## config.mk

```make
export PLATFORM = sky130hd
export DESIGN_NAME = line_pixel_rasterizer
export DESIGN_NICKNAME = d
export VERILOG_FILES = /design/src/rtl/core/lpr_pkg.sv /design/src/rtl/core/line_pixel_rasterizer.sv /design/src/rtl/core/lpr_regs.sv /design/src/rtl/core/lpr_walker.sv /design/src/rtl/core/lpr_pixel_map.sv /design/src/rtl/core/lpr_out_buf.sv
export SDC_FILE = /design/constraint.sdc
export NUM_CORES = 1
export LEC_CHECK = 0
export BUFFER_PORTS_ARGS = -buffer_cell sky130_fd_sc_hd__buf_2
export CORE_UTILIZATION = 40
export DETAILED_ROUTE_END_ITERATION = 10
export GPL_TIMING_DRIVEN = 0
export RECOVER_POWER = 25
export SLEW_MARGIN = 5
export SYNTH_ARGS = -nofsm -noshare
export SYNTH_HDL_FRONTEND = slang
export SYNTH_SLANG_ARGS = --single-unit
```

## constraint.sdc

```tcl
create_clock -name clk_i -period 5.2 [get_ports clk_i]
set_input_delay 0.78 -clock clk_i [delete_from_list [all_inputs] [get_ports clk_i]]
set_output_delay 0.78 -clock clk_i [all_outputs]
set_load 0.01 [all_outputs]
```

## src/rtl/core/lpr_pkg.sv

```systemverilog
package lpr_pkg;

  // Framebuffer geometry
  localparam int unsigned ROW_BYTES       = 128;
  localparam int unsigned DEF_COORD_BITS  = 8;
  localparam int unsigned IDX_BITS        = 10;
  localparam int unsigned MASK_BITS       = 8;
  localparam int unsigned PAGE_SHIFT      = 3;

  // Config register port
  localparam int unsigned WIDTH_BITS      = 8;
  localparam int unsigned HEIGHT_BITS     = 7;
  localparam int unsigned PADDR_BITS      = 3;
  localparam int unsigned PDATA_BITS      = 32;
  localparam logic [WIDTH_BITS-1:0]  WIDTH_RESET  = 8'd128;
  localparam logic [HEIGHT_BITS-1:0] HEIGHT_RESET = 7'd64;

  // Register index, taken from paddr[2]
  localparam logic REG_WIDTH  = 1'b0;
  localparam logic REG_HEIGHT = 1'b1;

  // Input opcodes
  localparam logic OP_LOAD = 1'b0;
  localparam logic OP_STEP = 1'b1;

  typedef struct packed {
    logic [WIDTH_BITS-1:0]  width;
    logic [HEIGHT_BITS-1:0] height;
  } cfg_t;

  typedef struct packed {
    logic emit;
    logic last;
  } step_ctrl_t;

endpackage

```

## src/rtl/core/line_pixel_rasterizer.sv

```systemverilog
// A step word accepted at a clock edge while a line is active shows its pixel
// on the outputs right after that edge.
// Throughput: one word per cycle while the output drains; a pixel word held by
// out_ready_i low keeps in_ready_o low, load words included.
// Load words produce no output. Reset: no line active, output empty,
// screen_width = 128, screen_height = 64.
module line_pixel_rasterizer
  import lpr_pkg::*;
#(
  parameter int unsigned COORD_BITS = DEF_COORD_BITS
) (
  input  logic                  clk_i,
  input  logic                  rst_ni,
  input  logic                  psel,
  input  logic                  penable,
  input  logic                  pwrite,
  input  logic [PADDR_BITS-1:0] paddr,
  input  logic [PDATA_BITS-1:0] pwdata,
  output logic [PDATA_BITS-1:0] prdata,
  output logic                  pready,
  input  logic                  in_valid_i,
  output logic                  in_ready_o,
  input  logic                  op_i,
  input  logic [COORD_BITS-1:0] x_start_i,
  input  logic [COORD_BITS-1:0] y_start_i,
  input  logic [COORD_BITS-1:0] x_end_i,
  input  logic [COORD_BITS-1:0] y_end_i,
  output logic                  out_valid_o,
  input  logic                  out_ready_i,
  output logic [COORD_BITS-1:0] pixel_x_o,
  output logic [COORD_BITS-1:0] pixel_y_o,
  output logic                  visible_o,
  output logic [IDX_BITS-1:0]   byte_index_o,
  output logic [MASK_BITS-1:0]  bit_mask_o,
  output logic                  last_o
);

  localparam int unsigned DATA_W = 2 * COORD_BITS + 1 + IDX_BITS + MASK_BITS + 1;

  cfg_t                  cfg;
  step_ctrl_t            ctrl;
  logic                  in_fire, load, step, slot_free;
  logic [COORD_BITS-1:0] px, py;
  logic                  vis;
  logic [IDX_BITS-1:0]   idx;
  logic [MASK_BITS-1:0]  mask;
  logic [DATA_W-1:0]     res_word, out_word;

  lpr_regs u_regs (
    .clk_i   (clk_i),
    .rst_ni  (rst_ni),
    .psel    (psel),
    .penable (penable),
    .pwrite  (pwrite),
    .paddr   (paddr),
    .pwdata  (pwdata),
    .prdata  (prdata),
    .pready  (pready),
    .cfg_o   (cfg)
  );

  // Input handshake
  assign in_ready_o = slot_free;
  assign in_fire    = in_valid_i && in_ready_o;
  assign load       = in_fire && (op_i == OP_LOAD);
  assign step       = in_fire && (op_i == OP_STEP);

  lpr_walker #(.COORD_BITS(COORD_BITS)) u_walker (
    .clk_i     (clk_i),
    .rst_ni    (rst_ni),
    .load_i    (load),
    .step_i    (step),
    .x_start_i (x_start_i),
    .y_start_i (y_start_i),
    .x_end_i   (x_end_i),
    .y_end_i   (y_end_i),
    .px_o      (px),
    .py_o      (py),
    .ctrl_o    (ctrl)
  );

  lpr_pixel_map #(.COORD_BITS(COORD_BITS)) u_map (
    .px_i         (px),
    .py_i         (py),
    .cfg_i        (cfg),
    .visible_o    (vis),
    .byte_index_o (idx),
    .bit_mask_o   (mask)
  );

  assign res_word = {px, py, vis, idx, mask, ctrl.last};

  lpr_out_buf #(.DATA_W(DATA_W)) u_out (
    .clk_i   (clk_i),
    .rst_ni  (rst_ni),
    .load_i  (ctrl.emit),
    .data_i  (res_word),
    .ready_i (out_ready_i),
    .valid_o (out_valid_o),
    .free_o  (slot_free),
    .data_o  (out_word)
  );

  assign {pixel_x_o, pixel_y_o, visible_o, byte_index_o, bit_mask_o, last_o} = out_word;

endmodule

```

## src/rtl/core/lpr_regs.sv

```systemverilog
module lpr_regs
  import lpr_pkg::*;
(
  input  logic                  clk_i,
  input  logic                  rst_ni,
  input  logic                  psel,
  input  logic                  penable,
  input  logic                  pwrite,
  input  logic [PADDR_BITS-1:0] paddr,
  input  logic [PDATA_BITS-1:0] pwdata,
  output logic [PDATA_BITS-1:0] prdata,
  output logic                  pready,
  output cfg_t                  cfg_o
);

  cfg_t cfg_q, cfg_d;
  logic wr_en;

  assign pready = 1'b1;
  assign wr_en  = psel & penable & pwrite;

  // Register write decode
  always_comb begin
    cfg_d = cfg_q;
    if (wr_en) begin
      case (paddr[2])
        REG_WIDTH:  cfg_d.width  = pwdata[WIDTH_BITS-1:0];
        REG_HEIGHT: cfg_d.height = pwdata[HEIGHT_BITS-1:0];
        default:    cfg_d = cfg_q;
      endcase
    end
  end

  always_ff @(posedge clk_i or negedge rst_ni) begin
    if (!rst_ni) begin
      cfg_q.width  <= WIDTH_RESET;
      cfg_q.height <= HEIGHT_RESET;
    end else begin
      cfg_q <= cfg_d;
    end
  end

  // Read mux
  always_comb begin
    case (paddr[2])
      REG_WIDTH:  prdata = PDATA_BITS'(cfg_q.width);
      REG_HEIGHT: prdata = PDATA_BITS'(cfg_q.height);
      default:    prdata = '0;
    endcase
  end

  assign cfg_o = cfg_q;

endmodule

```

## src/rtl/core/lpr_walker.sv

```systemverilog
module lpr_walker
  import lpr_pkg::*;
#(
  parameter int unsigned COORD_BITS = DEF_COORD_BITS
) (
  input  logic                  clk_i,
  input  logic                  rst_ni,
  input  logic                  load_i,
  input  logic                  step_i,
  input  logic [COORD_BITS-1:0] x_start_i,
  input  logic [COORD_BITS-1:0] y_start_i,
  input  logic [COORD_BITS-1:0] x_end_i,
  input  logic [COORD_BITS-1:0] y_end_i,
  output logic [COORD_BITS-1:0] px_o,
  output logic [COORD_BITS-1:0] py_o,
  output step_ctrl_t            ctrl_o
);

  // Error term spans -2*major .. 2*minor, plus sign
  localparam int unsigned ERR_BITS = COORD_BITS + 3;

  logic                        active_q, active_d;
  logic                        steep_q, steep_d;
  logic                        dir_neg_q, dir_neg_d;
  logic [COORD_BITS-1:0]       maj_pos_q, maj_pos_d;
  logic [COORD_BITS-1:0]       min_pos_q, min_pos_d;
  logic [COORD_BITS-1:0]       maj_end_q, maj_end_d;
  logic [COORD_BITS-1:0]       maj_dlt_q, maj_dlt_d;
  logic [COORD_BITS-1:0]       min_dlt_q, min_dlt_d;
  logic signed [ERR_BITS-1:0]  err_q, err_d;

  // Load-side setup
  logic [COORD_BITS-1:0] adx, ady;
  logic                  ld_steep, ld_swap;
  logic [COORD_BITS-1:0] ma_r, mb_r, mia_r, mib_r;
  logic [COORD_BITS-1:0] ma, mb, mia, mib;
  logic [COORD_BITS-1:0] ld_min_dlt;
  logic signed [ERR_BITS-1:0] ld_err;

  // Step-side update
  logic                       is_last, err_pos;
  logic signed [ERR_BITS-1:0] two_maj, two_min, err_dec;

  always_comb begin
    adx      = (x_start_i > x_end_i) ? x_start_i - x_end_i : x_end_i - x_start_i;
    ady      = (y_start_i > y_end_i) ? y_start_i - y_end_i : y_end_i - y_start_i;
    ld_steep = adx < ady;
    ma_r     = ld_steep ? y_start_i : x_start_i;
    mia_r    = ld_steep ? x_start_i : y_start_i;
    mb_r     = ld_steep ? y_end_i   : x_end_i;
    mib_r    = ld_steep ? x_end_i   : y_end_i;
    // walk the major axis upward
    ld_swap  = mb_r < ma_r;
    ma       = ld_swap ? mb_r  : ma_r;
    mb       = ld_swap ? ma_r  : mb_r;
    mia      = ld_swap ? mib_r : mia_r;
    mib      = ld_swap ? mia_r : mib_r;
    ld_min_dlt = (mib > mia) ? mib - mia : mia - mib;
    ld_err   = $signed({2'b00, ld_min_dlt, 1'b0}) - $signed({3'b000, mb - ma});
  end

  always_comb begin
    is_last = maj_pos_q == maj_end_q;
    err_pos = !err_q[ERR_BITS-1] && (err_q != '0);
    two_maj = $signed({2'b00, maj_dlt_q, 1'b0});
    two_min = $signed({2'b00, min_dlt_q, 1'b0});
    err_dec = err_pos ? err_q - two_maj : err_q;
  end

  // Next-state selection: load wins, else one Bresenham step
  always_comb begin
    active_d  = active_q;
    steep_d   = steep_q;
    dir_neg_d = dir_neg_q;
    maj_pos_d = maj_pos_q;
    min_pos_d = min_pos_q;
    maj_end_d = maj_end_q;
    maj_dlt_d = maj_dlt_q;
    min_dlt_d = min_dlt_q;
    err_d     = err_q;
    if (load_i) begin
      active_d  = 1'b1;
      steep_d   = ld_steep;
      dir_neg_d = mib < mia;
      maj_pos_d = ma;
      min_pos_d = mia;
      maj_end_d = mb;
      maj_dlt_d = mb - ma;
      min_dlt_d = ld_min_dlt;
      err_d     = ld_err;
    end else if (step_i && active_q) begin
      if (is_last) begin
        active_d = 1'b0;
      end else begin
        if (err_pos) begin
          min_pos_d = dir_neg_q ? min_pos_q - 1'b1 : min_pos_q + 1'b1;
        end
        err_d     = err_dec + two_min;
        maj_pos_d = maj_pos_q + 1'b1;
      end
    end
  end

  always_ff @(posedge clk_i or negedge rst_ni) begin
    if (!rst_ni) begin
      active_q  <= 1'b0;
      steep_q   <= 1'b0;
      dir_neg_q <= 1'b0;
      maj_pos_q <= '0;
      min_pos_q <= '0;
      maj_end_q <= '0;
      maj_dlt_q <= '0;
      min_dlt_q <= '0;
      err_q     <= '0;
    end else begin
      active_q  <= active_d;
      steep_q   <= steep_d;
      dir_neg_q <= dir_neg_d;
      maj_pos_q <= maj_pos_d;
      min_pos_q <= min_pos_d;
      maj_end_q <= maj_end_d;
      maj_dlt_q <= maj_dlt_d;
      min_dlt_q <= min_dlt_d;
      err_q     <= err_d;
    end
  end

  // Current pixel, before the step advances
  assign px_o        = steep_q ? min_pos_q : maj_pos_q;
  assign py_o        = steep_q ? maj_pos_q : min_pos_q;
  assign ctrl_o.emit = step_i && active_q && !load_i;
  assign ctrl_o.last = is_last;

endmodule

```

## src/rtl/core/lpr_pixel_map.sv

```systemverilog
module lpr_pixel_map
  import lpr_pkg::*;
#(
  parameter int unsigned COORD_BITS = DEF_COORD_BITS
) (
  input  logic [COORD_BITS-1:0] px_i,
  input  logic [COORD_BITS-1:0] py_i,
  input  cfg_t                  cfg_i,
  output logic                  visible_o,
  output logic [IDX_BITS-1:0]   byte_index_o,
  output logic [MASK_BITS-1:0]  bit_mask_o
);

  localparam int unsigned CMP_W = (COORD_BITS > WIDTH_BITS) ? COORD_BITS : WIDTH_BITS;

  logic [IDX_BITS-1:0] page, row_base;

  // Clip against the programmed screen size
  assign visible_o = (CMP_W'(px_i) < CMP_W'(cfg_i.width)) &&
                     (CMP_W'(py_i) < CMP_W'(cfg_i.height));

  // Page-organized address: eight rows per byte row
  assign page         = IDX_BITS'(py_i >> PAGE_SHIFT);
  assign row_base     = IDX_BITS'(page * IDX_BITS'(ROW_BYTES));
  assign byte_index_o = visible_o ? row_base + IDX_BITS'(px_i) : '0;

  assign bit_mask_o = MASK_BITS'(1) << py_i[PAGE_SHIFT-1:0];

endmodule

```

## src/rtl/core/lpr_out_buf.sv

```systemverilog
module lpr_out_buf
  import lpr_pkg::*;
#(
  parameter int unsigned DATA_W = 1
) (
  input  logic              clk_i,
  input  logic              rst_ni,
  input  logic              load_i,
  input  logic [DATA_W-1:0] data_i,
  input  logic              ready_i,
  output logic              valid_o,
  output logic              free_o,
  output logic [DATA_W-1:0] data_o
);

  logic              valid_q, valid_d;
  logic [DATA_W-1:0] data_q;

  // Slot is free when empty or draining this cycle
  assign free_o = !valid_q || ready_i;

  always_comb begin
    valid_d = valid_q;
    if (load_i) begin
      valid_d = 1'b1;
    end else if (ready_i) begin
      valid_d = 1'b0;
    end
  end

  always_ff @(posedge clk_i or negedge rst_ni) begin
    if (!rst_ni) begin
      valid_q <= 1'b0;
    end else begin
      valid_q <= valid_d;
    end
  end

  // Payload needs no reset
  always_ff @(posedge clk_i) begin
    if (load_i) begin
      data_q <= data_i;
    end
  end

  assign valid_o = valid_q;
  assign data_o  = data_q;

endmodule

```

# After elaboration in Yosys (flattened, before gate mapping)
# Index checks and enable logic that the tools add are counted.
op_classes:
  n_addsub: 14
  magnitude_cmp: 8
  n_eq_ne: 2
  shifts: 1
  n_mux: 31
  bitwise: 4
  n_reduce_logical: 21
ops:
  columns: ["op", "n"]
  rows:
  - ["$mux W8", 21]
  - ["$pmux W32 S2", 1]
  - ["$sub A8 B8 Y8", 7]
  - ["$mux W11", 4]
  - ["$lt A8 B8 Y1", 4]
  - ["$gt A8 B8 Y1", 3]
  - ["$add A8 B1 Y8 const B", 2]
  - ["$add A11 B10 Y11", 1]
  - ["$reduce_bool A11 Y1", 1]
  - ["$sub A11 B10 Y11", 1]
  - ["$add A10 B8 Y10", 1]
  - ["$sub A9 B8 Y10", 1]
  - ["$eq A8 B8 Y1", 1]
  - ["$lt A8 B7 Y1", 1]
  - ["$reduce_and A2 Y1", 4]
  - ["$reduce_bool A2 Y1", 4]
  - ["$shl A1 B3 Y8 const A", 1]
  - ["$sub A8 B1 Y8 const B", 1]
  - ["$logic_and A1 B1 Y1", 7]
  - ["$mux W1", 5]
  - ["$logic_not A1 Y1", 3]
  - ["$reduce_and A3 Y1", 1]
  - ["$and A1 B1 Y1", 2]
  - ["$ne A2 B1 Y1 const B", 1]
  - ["other kinds (2)", 3]
totals:
  register_bits: 106
  inputBits: 75

# Longest topological paths before layout
# Gate-level depths: netlist of the first run.
logic_depth:
  depth_word: 10
  ltp_mapped: 60

# Cells and area by module
# Synthesis of the first run repeated with hierarchy kept, for this count alone.
hier_totals:
  cells_unflattened: 1133
  area_unflattened_um2: 10057.1
modules_own_cells:
  columns: ["module", "instances", "cells_per_inst", "area_per_inst_um2", "seq_area_each_um2"]
  rows:
  - ["lpr_walker", 1, 951, 7407.1, 1351.3]
  - ["lpr_out_buf", 1, 39, 1128.6, 1106.1]
  - ["lpr_regs", 1, 68, 877.1, 377.9]
  - ["lpr_pixel_map", 1, 73, 628.1, 0.0]
  - ["line_pixel_rasterizer", 1, 2, 16.3, 0.0]

# Least setup slack after synthesis of the first run
# No wires, ideal clock.
synth_timing:
  kind: "in2reg"
  start: "input x_end_i[1]"
  end: "register u_walker.err_q[8]"
  setup_ps: 126
  t_arrival_ps: 11044
  required_time_ps: 5074
  setup_slack_ps: -5971
  cell_stages: 56
  cell_sequence: "clkbuf_1 -> inv_1 -> fa_1 -> a21o_1 -> a21oi_1 -> o221ai_1 -> and2_1 -> clkbuf_1 -> mux2i_1 -> nand2_1 -> a311o_1 -> a21bo_2 -> a21oi_1 -> xnor2_1 -> ha_1 -> a21oi_1 -> o21a_1 -> o21a_1 -> [20 not listed] -> nand4_1 -> o21bai_1 -> o31ai_4 -> nor2_4 -> buf_6 -> nand2_1 -> o31ai_1 -> xnor2_1 -> ha_1 -> o21ai_0 -> a21boi_0 -> o21ai_0 -> a21boi_0 -> o21a_1 -> or4_1 -> a21boi_0 -> o21a_1 -> a211oi_1"
synth_between:
  elab_chain_len: 10
  word_cells_on_any_way: 21
synth_rtl:
  columns: ["item", "line_no", "source"]
  rows:
  - ["start, declared", "line_pixel_rasterizer.sv:26", "input logic [COORD_BITS-1:0] x_end_i,"]
  - ["$sub A8 B8 Y8 or $gt A8 B8 Y1 (tied branches)", "lpr_walker.sv:45", "adx = (x_start_i > x_end_i) ? x_start_i - x_end_i : x_end_i - x_start_i;"]
  - ["$mux W8", "lpr_walker.sv:45", null]
  - ["$lt A8 B8 Y1", "lpr_walker.sv:47", "ld_steep = adx < ady;"]
  - ["$mux W8, on equally long branches", "lpr_walker.sv:50, lpr_walker.sv:48", null]
  - ["$lt A8 B8 Y1", "lpr_walker.sv:53", "ld_swap = mb_r < ma_r;"]
  - ["$mux W8, on equally long branches", "lpr_walker.sv:56, lpr_walker.sv:57", null]
  - ["$sub A8 B8 Y8 or $gt A8 B8 Y1 (tied branches)", "lpr_walker.sv:58", "ld_min_dlt = (mib > mia) ? mib - mia : mia - mib;"]
  - ["$mux W8 (*)", "lpr_walker.sv:58", null]
  - ["net u_walker.ld_min_dlt[2]", "lpr_walker.sv:37", "logic [COORD_BITS-1:0] ld_min_dlt;"]
  - ["$sub A9 B8 Y10 (*)", "lpr_walker.sv:59", "ld_err = $signed({2'b00, ld_min_dlt, 1'b0}) - $signed({3'b000, mb - ma});"]
  - ["$mux W11 (*)", "lpr_walker.sv:81", "if (load_i) begin"]
  - ["end signal, assigned", "lpr_walker.sv:124", "err_q <= err_d;"]
  - ["end, declared", "lpr_walker.sv:30", "logic signed [ERR_BITS-1:0] err_q, err_d;"]
# Mark *: on every way through the listed nets, which the timed path passes. The rest lies on a longest branch.
# A chain may end at the register's enable or synchronous reset.

# Worst setup path after layout of the first run
layout_timing:
  start: "input y_start_i[2]"
  end: "register u_walker.err_q[8]"
layout_between:
  elab_chain_len: 10
  word_cells_on_any_way: 21
layout_rtl:
  columns: ["item", "line_no", "source"]
  rows:
  - ["start, declared", "line_pixel_rasterizer.sv:25", "input logic [COORD_BITS-1:0] y_start_i,"]
  - ["$sub A8 B8 Y8 or $gt A8 B8 Y1 (tied branches)", "lpr_walker.sv:46", "ady = (y_start_i > y_end_i) ? y_start_i - y_end_i : y_end_i - y_start_i;"]
  - ["$mux W8", "lpr_walker.sv:46", null]
  - ["$lt A8 B8 Y1", "lpr_walker.sv:47", null]
  - ["$mux W8, on equally long branches", "lpr_walker.sv:50, lpr_walker.sv:48", null]
  - ["$lt A8 B8 Y1", "lpr_walker.sv:53", null]
  - ["$mux W8, on equally long branches", "lpr_walker.sv:56, lpr_walker.sv:57", null]
  - ["$sub A8 B8 Y8 or $gt A8 B8 Y1 (tied branches)", "lpr_walker.sv:58", null]
  - ["$mux W8 (*)", "lpr_walker.sv:58", null]
  - ["net u_walker.ld_min_dlt[1]", "lpr_walker.sv:37", null]
  - ["$sub A9 B8 Y10 (*)", "lpr_walker.sv:59", null]
  - ["$mux W11 (*)", "lpr_walker.sv:81", null]
# Marks and branches as above.

==> results of run 1 <==
what timing repair did:
action | CTS | global route
endpoints found under the hold margin | 0 | 0
pin swaps | 68 | 89
gates resized for setup | 119 | 158
setup buffers | 91 | 49
endpoints found under the setup margin | 53 | 53
final timing paths:
path | startpoint | to | slack, ns | cells past startpoint
max in group asynchronous | rst_ni | u_walker.err_q[6] | 1.35 | 2
min reg2reg | u_walker.maj_dlt_q[3] | u_walker.maj_dlt_q[3] | 0.50 | 2
min in group asynchronous | rst_ni | u_regs.cfg_o[1] | 0.72 | 1
min | u_walker.maj_dlt_q[3] | u_walker.maj_dlt_q[3] | 0.50 | 2
max reg2reg | u_walker.steep_q | u_out.data_o[18] | 1.22 | 16
max | y_start_i[2] | u_walker.err_q[8] | -4.73 | 51
final cells by class:
cell class,count,area (um^2),area share (%)
buffer,65,510,3.72
clock buffer,9,225,1.64
sequential,106,2840,20.7
inverter,112,439,3.20
timing repair buffer,228,1630,11.9
tap,324,405,2.96
multi-input combinational,874,7570,55.2
clock inverter,7,91.3,0.666
metal layers:
layer  global-route usage, %  part of all wire [%]  vias to the layer above
li1                        -                     -                     4477
met1                    30.8                    43                     4479
met2                    40.6                    49                      303
met3                    1.79                   5.2                       55
met4                    7.58                   3.1                        0
met5                       0                     0                        -
stage by stage:
step	hold slack, ns	std cells
finish	0.499	1725
global placement	0.467	1581
floorplan	0.450	1164
global route	0.530	1725
CTS	0.338	1688
detailed placement	0.480	1582
cell usage in the layout (no fill, tap or decap), drive strengths merged, types with 21 or more instances in the layout:
master	netlist	final
a21o	21	21
ha	102	102
buf	43	265
mux2i	40	40
inv	112	115
nand2	114	114
edfxtp	36	36
o21ai	88	88
conb	2	25
dfrtp	68	68
mux2	45	45
a21oi	70	70
xnor2	42	42
clkbuf	29	37
o211ai	21	21
nor2	85	85
critical path: cells and delay by family:
kind | cells | cell delay [ns]
adder cells (fa/ha/maj) | 6 | 1.66
AND/OR/NAND/NOR | 8 | 1.51
AO/OA/AOI/OAI | 24 | 4.03
XOR/XNOR | 1 | 0.16
multiplexers | 2 | 0.55
buffers and inverters | 10 | 1.41
sequential cells by signal, indices dropped and copies added (netlist names), 8 cells and up:
signal,count
u_out.data_o,36
u_regs.cfg_o,15
u_walker.err_q,11
u_walker.maj_dlt_q,8
u_walker.maj_end_q,8
u_walker.maj_pos_q,8
u_walker.min_dlt_q,8
u_walker.min_pos_q,8
logic make-up (layout without fill, tap and decap cells):
kind of cell | count (synthesis) | count (layout)
AOI/OAI and AO/OA | 301 | 301
xor gates and xnor gates | 62 | 62
adders and majority gates | 114 | 114
buffers and inverters | 184 | 421
DFF | 106 | 106
muxes | 87 | 87
other | 2 | 25
and+or+nand+nor | 285 | 285
==> flow_summary.json, run 1 <==
{
  "crit_path_end_kind": "register",
  "grt_overflow": 0,
  "violations": "max-capacitance violations, max-slew violations, negative setup slack",
  "critical-path-max-stage-delay_ns": 0.54,
  "core_um2": 24400,
  "skew_ns": 0.0145,
  "synth-xor-area-share_pct": 5.45,
  "first_pass_iters": 5,
  "cts_sinks": 106,
  "h-tree-depth": 3,
  "status": "finished, violations left",
  "grt_pass1_vias": 8892,
  "portBuffers": 93,
  "syn_avg_cell_area_um2": 8.74,
  "hpwl_um": 22800,
  "synth_edf_count": 36,
  "setup_ws_ns": -4.73,
  "root_buffer": "clkbuf_16",
  "setup_viol_count_final": 50,
  "synthSimpleGateAreaFrac_pct": 13.0,
  "fillCellCount": 2177,
  "tritoncts": "yes",
  "postSynthCellCount": 1141,
  "wl_per_cell_um": 18.2,
  "slew_headroom_pct": -76.3,
  "cp_max_fo": 8,
  "antenna_found_initial": 0,
  "n_antenna_cell": 0,
  "dpl_worst_slack_ns": -6.29,
  "place_congestion": 0.862,
  "final_antenna_net_count": 0,
  "ioPinCount": 146,
  "die_w_um": 160,
  "synth-compound-area-share_pct": 20.1,
  "hold_class": "register to register",
  "die_y_um": 160,
  "grt_pass1_wl_um": 47700,
  "die_area_um2": 25600,
  "slew_violations": 49,
  "synth_top_family_by_area": "compound AO/OA/AOI/OAI gates",
  "synth_area_um2": 9970,
  "fmax_mhz": 101,
  "finalWirelength_um": 31300,
  "ys.flop_type": "dfrtp_1",
  "area_growth_pct": 37.5,
  "clock_latency_ns": 0.35,
  "numCtsBuffers": 9,
  "clk_path_buf_depth": 2,
  "yosysUniqueCellTypes": 79,
  "synth_top_cell_by_area": "dfrtp_1",
  "yosys.cell_count.top_type": "nand2_1",
  "crit_type": "input pin to register",
  "cp_common_cell": "o21a_1",
  "synth-seq-cells": 106,
  "tightest_slew_ns": 2.64,
  "setup_tns_ns": -114.97,
  "muxShareOfSynthArea_pct": 9.88,
  "final_nets": 1582,
  "synthAdderAreaFrac_pct": 14.9,
  "stdcell_area_um2": 13700,
  "dr_total_vias": 9314,
  "start_kind": "input pin",
  "placed_area_um2": 11300,
  "start_util_pct": 40.9,
  "vias_per_cell": 5.40,
  "synthTopCellsByCount": "114 x nand2_1, 112 x inv_1, 102 x ha_1, 84 x nor2_1, 83 x o21ai_0",
  "std_cell_rows": 57,
  "utilization_pct": 56.2,
  "synth_area_leaders": "dfrtp_1 17%, ha_1 13%, edfxtp_1 11%",
  "drc_errors": 0,
  "synth_top_cell_area_share_pct": 17.1,
  "drv_cap": 1,
  "drt_iter0_drc": 609,
  "clkTransAtPathRegs_ns": 0.08,
  "final-hold-violation-count": 0,
  "track_usage_pct": 23.4,
  "arrival_ns": 10.15,
  "grt_max_degree": 49,
  "fin_crit_sh_pct": 191,
  "rsz0062_at_grt": "true",
  "yosysSeqAreaShare_pct": 28.4,
  "drive_gt1_share_pct": 38.5,
  "synthArstFlopShare_pct": 66.0,
  "fin_crit_ns": 9.93,
  "synth_warnings": 0,
  "holdBufCountCts": 0,
  "required_ns": 5.42,
  "slowest_stage": "or4_4"
}
Power of run 1 is left out: the tool's default activity adds up to more than one toggle a clock period on the data nets, which glitch-free logic cannot reach.
==> run 2: changes to the inputs <==
--- a/config.mk
+++ b/config.mk
@@ -6,7 +6,9 @@
 export NUM_CORES = 1
 export LEC_CHECK = 0
 export BUFFER_PORTS_ARGS = -buffer_cell sky130_fd_sc_hd__buf_2
+export CORE_ASPECT_RATIO = 2
 export CORE_UTILIZATION = 40
+export CTS_CLUSTER_DIAMETER = 30
 export DETAILED_ROUTE_END_ITERATION = 10
 export GPL_TIMING_DRIVEN = 0
 export RECOVER_POWER = 25
==> run 2 against run 1 <==
  * The flow finishes with violations (design-rule violations, max-capacitance violations, max-slew violations, negative setup slack)
  * Critical path type unchanged
  * Worst hold slack worse by 0.21 ns
  * Critical endpoint unchanged
  * Via count increased by 1.0%
  * Highest routed layer unchanged
  * Count of clock-buffer cells in the layout unchanged
  * Sequential share of layout area up 0.41 points
==> flow_summary.json, run 2 (synthesis gave the netlist of run 1 again) <==
{
  "status": "finished, violations left",
  "violations": "design-rule violations, max-capacitance violations, max-slew violations, negative setup slack",
  "die_area_um2": 25600,
  "final-hold-violation-count": 0,
  "h-tree-depth": 3,
  "grt_max_degree": 66,
  "final_cell_mix": "114 x buf_4, 102 x nand2_1, 96 x inv_1, 88 x buf_2, 87 x ha_1",
  "n_antenna_cell": 0,
  "start_util_pct": 40.8,
  "fillCellCount": 2205,
  "multi_input_area_um2": 7320,
  "crit_path_end_kind": "register",
  "core_um2": 24400,
  "arrival_ns": 10.30,
  "die_w_um": 114,
  "setup_ws_ns": -4.84,
  "clkTransAtPathRegs_ns": 0.08,
  "grt_pass1_vias": 9415,
  "grt_overflow": 0,
  "critical-path-max-stage-delay_ns": 0.40,
  "antenna_found_initial": 0,
  "rsz0062_at_grt": "true",
  "drive_gt1_share_pct": 36.0,
  "dp_cells": 1590,
  "clk_path_buf_depth": 2,
  "grt_pass1_wl_um": 50700,
  "largest_register_ffs": 36,
  "cp_max_fo": 10,
  "track_usage_pct": 26.6,
  "finalWirelength_um": 34100,
  "final_antenna_net_count": 0,
  "setup_viol_count_final": 50,
  "first_pass_iters": 8,
  "fin_cells": 1722,
  "vias_per_cell": 5.46,
  "slew_headroom_pct": -139,
  "portBuffers": 93,
  "slowest_stage": "or4_1",
  "wl_per_cell_um": 19.8,
  "std_cell_rows": 81,
  "clock_latency_ns": 0.38,
  "cts_sinks": 106,
  "dr_total_vias": 9408,
  "slew_violations": 66,
  "final_nets": 1571,
  "tritoncts": "yes",
  "final_common_cell": "buf_4",
  "dpl_worst_slack_ns": -6.74,
  "start_kind": "input pin",
  "drc_errors": 1,
  "place_congestion": 0.950,
  "ioPinCount": 146,
  "seqCellArea_um2": 2840,
  "skew_ns": 0.0144,
  "required_ns": 5.46,
  "root_buffer": "clkbuf_16",
  "area_growth_pct": 34.9,
  "tightest_slew_ns": 3.58,
  "die_y_um": 225,
  "drt_iter0_drc": 381,
  "fin_crit_ns": 10.04,
  "numCtsBuffers": 9,
  "fin_crit_sh_pct": 193,
  "fmax_mhz": 99.6,
  "hpwl_um": 26000,
  "crit_type": "input pin to register",
  "hold_class": "input pin to asynchronous set/reset pin",
  "drv_cap": 1
}
run 2: changes by cell type in the layout (fill, tap and decap cells not counted), moves of 4 or more:
cell,before,now
buf_12,3,9
buf_4,131,114
ha_4,16,12
inv_1,100,96
mux2i_1,23,28
mux2i_4,13,6
nand2_1,98,102
nor2_1,71,75
o21ai_1,26,30
run 2: final timing paths:
check                                      start               endpoint  slack, ns  cells after the start
setup / recovery                    x_start_i[0]      u_walker.err_q[8]      -4.84                     56
hold / removal                            rst_ni      u_walker.err_q[2]       0.29                      1
setup reg to reg               u_walker.err_q[4]      u_walker.err_q[8]       1.22                     15
hold reg to reg            u_walker.maj_dlt_q[0]  u_walker.maj_dlt_q[0]       0.49                      2
max in group asynchronous                 rst_ni        u_regs.cfg_o[0]       1.15                      2
min in group clk_i         u_walker.maj_dlt_q[0]  u_walker.maj_dlt_q[0]       0.49                      2
run 2: through the flow:
step / setup TNS, ns / cell area (um^2) / hold slack (ns) / util [%]
after floorplan: -106.30 / 10400 / 0.450 / -
after global placement: -193.91 / 11300 / 0.478 / 46.3
after detailed placement: -197.52 / 11300 / 0.479 / 46.4
after CTS: -125.23 / 12700 / 0.217 / 51.9
after global routing: -131.58 / 13400 / 0.323 / 55.0
final: -121.70 / 13400 / 0.292 / 55.0
run 2: critical path, delay by kind of cell:
| kind | cells | cell delay [ns] |
|---|---|---|
| XOR/XNOR | 2 | 0.22 |
| adder cells (fa/ha/maj) | 7 | 2.01 |
| multiplexers | 1 | 0.32 |
| AND/OR/NAND/NOR | 10 | 1.57 |
| AO/OA/AOI/OAI | 25 | 3.99 |
| buffers and inverters | 11 | 1.38 |
run 2: per-layer routing:
| metal | routed length [um] | GRT usage [%] |
|---|---|---|
| met5 | 0 | 0 |
| met2 | 18800 | 51.8 |
| met1 | 10900 | 23.0 |
| met3 | 1280 | 3.60 |
| met4 | 3170 | 22.9 |
run 2: final cells by class:
cell class	instances	share of cell area (%)
clock buffer	9	1.68
sequential	106	21.1
inverter	112	3.30
tap	332	3.09
multi-input combinational	874	54.4
timing repair buffer	215	11.7
clock inverter	7	0.530
buffer	67	4.23
run 2: timing repair:
| action | in CTS | in global routing |
|---|---|---|
| endpoints found under the setup margin | 53 | 53 |
| hold buffers | 0 | 0 |
| pin swaps | 70 | 69 |
| resized for setup | 134 | 111 |
| setup buffers | 69 | 53 |
| hold endpoints to repair | 0 | 0 |
Power of run 2 is left out for the same reason.
==> run 3: changes to the inputs <==
--- a/config.mk
+++ b/config.mk
@@ -6,7 +6,7 @@
 export NUM_CORES = 1
 export LEC_CHECK = 0
 export BUFFER_PORTS_ARGS = -buffer_cell sky130_fd_sc_hd__buf_2
-export CORE_ASPECT_RATIO = 2
+export CORE_MARGIN = 2
 export CORE_UTILIZATION = 40
 export CTS_CLUSTER_DIAMETER = 30
 export DETAILED_ROUTE_END_ITERATION = 10
==> run 3 against run 2 <==
  * The flow finishes with violations (max-capacitance violations, max-slew violations, negative setup slack)
  * Die area is 2.4% higher
  * Count of clock-buffer cells in the layout is 1 higher
  * Critical path depth is 5 lower
  * Worst hold slack better by 0.21 ns
  * Register-to-register slack worse by 0.11 ns
  * Non-clock buffer count is 14 higher
  * Wire length is 7.5% lower
==> flow_summary.json, run 3 (synthesis gave the netlist of run 1 again) <==
{
  "cp_max_fo": 9,
  "ioPinCount": 146,
  "holdBufCountCts": 0,
  "placed_area_um2": 11300,
  "die_w_um": 162,
  "critical-path-max-stage-delay_ns": 0.51,
  "clk_path_buf_depth": 2,
  "hpwl_um": 22800,
  "arrival_ns": 10.27,
  "skew_ns": 0.0127,
  "final_cell_mix": "122 x buf_4, 101 x nand2_1, 96 x inv_1, 88 x ha_1, 88 x buf_2",
  "dr_total_vias": 9376,
  "clkTransAtPathRegs_ns": 0.06,
  "fmax_mhz": 99.5,
  "status": "finished, violations left",
  "drt_iter0_drc": 587,
  "track_usage_pct": 23.0,
  "place_congestion": 0.976,
  "start_kind": "input pin",
  "root_buffer": "clkbuf_16",
  "final_antenna_net_count": 0,
  "vias_per_cell": 5.43,
  "start_util_pct": 40.9,
  "largest_register_ffs": 36,
  "std_cell_rows": 57,
  "h-tree-depth": 3,
  "setup_tns_ns": -120.42,
  "final-hold-violation-count": 0,
  "numCtsBuffers": 9,
  "grt_overflow": 0,
  "slew_violations": 73,
  "drv_cap": 2,
  "fin_cells": 1728,
  "drive_gt1_share_pct": 37.3,
  "violations": "max-capacitance violations, max-slew violations, negative setup slack",
  "final_nets": 1585,
  "fin_crit_sh_pct": 193,
  "n_antenna_cell": 0,
  "tightest_slew_ns": 2.39,
  "grt_pass1_vias": 8911,
  "cts_sinks": 106,
  "antenna_found_initial": 0,
  "grt_max_degree": 44,
  "drc_errors": 0,
  "fin_crit_ns": 10.05,
  "crit_path_end_kind": "register",
  "wl_per_cell_um": 18.3,
  "die_y_um": 162,
  "slew_headroom_pct": -59.3,
  "tritoncts": "yes",
  "rsz0062_at_grt": "true",
  "utilization_pct": 55.7,
  "crit_type": "input pin to register",
  "die_area_um2": 26200,
  "area_growth_pct": 36.2,
  "slowest_stage": "or4_1",
  "first_pass_iters": 6,
  "finalWirelength_um": 31600,
  "stdcell_area_um2": 13600,
  "portBuffers": 93,
  "setup_ws_ns": -4.85,
  "clock_latency_ns": 0.35,
  "final_common_cell": "buf_4",
  "grt_pass1_wl_um": 47900,
  "core_um2": 24400,
  "hold_class": "register to register",
  "dp_cells": 1582,
  "setup_viol_count_final": 50,
  "required_ns": 5.42
}
-- run 3: changes by cell type in the layout (fill, tap and decap cells not counted), sizes merged --
cell	change
clkinv	-1
clkinvlp	+2
inv	-2
buf	+15
-- run 3: layer usage --
metal / up-vias / routed length, um / GRT usage (%)
met5: - / 0 / 0
met4: 0 / 999 / 8.00
met3: 60 / 1280 / 1.89
met2: 284 / 15500 / 39.6
met1: 4552 / 13800 / 30.6
li1: 4480 / - / -
-- run 3: layout make-up --
cell class	count	area, um^2
timing repair buffer	229	1680
buffer	67	554
tap	324	405
fill	2178	10800
sequential	106	2840
clock buffer	10	229
clock inverter	6	51.3
multi-input combinational	874	7380
inverter	112	444
-- run 3: worst paths after layout --
check | startpoint | endpoint | slack (ns) | cells after the start
setup / recovery | y_end_i[1] | u_walker.err_q[8] | -4.85 | 51
hold / removal | u_walker.maj_dlt_q[6] | u_walker.maj_dlt_q[6] | 0.50 | 2
setup reg to reg | u_walker.err_q[9] | u_walker.err_q[8] | 1.11 | 15
hold reg to reg | u_walker.maj_dlt_q[6] | u_walker.maj_dlt_q[6] | 0.50 | 2
max in group asynchronous | rst_ni | u_walker.err_q[6] | 1.42 | 2
min in group asynchronous | rst_ni | u_regs.cfg_o[5] | 0.82 | 1
-- run 3: repair_timing --
| item | in CTS | in global routing |
|---|---|---|
| endpoints found under the setup margin | 53 | 53 |
| buffers inserted | 109 | 36 |
| pin swaps | 77 | 77 |
| resized for setup | 165 | 102 |
-- run 3: per-stage QoR --
step	hold WS (ns)	setup slack [ns]
detailed placement	0.488	-6.30
finish	0.505	-4.85
global route	0.523	-5.12
CTS	0.367	-4.81
global placement	0.477	-6.26
floorplan	0.450	-4.57
-- run 3: worst max-delay path, delay by kind of cell --
kind	cells	cell delay (ns)
buf+inv	12	1.68
compound gates	21	3.94
fa+ha+maj	6	1.70
xor+xnor	2	0.50
mux	2	0.29
simple gates	8	1.32
Power of run 3 is left out for the same reason.
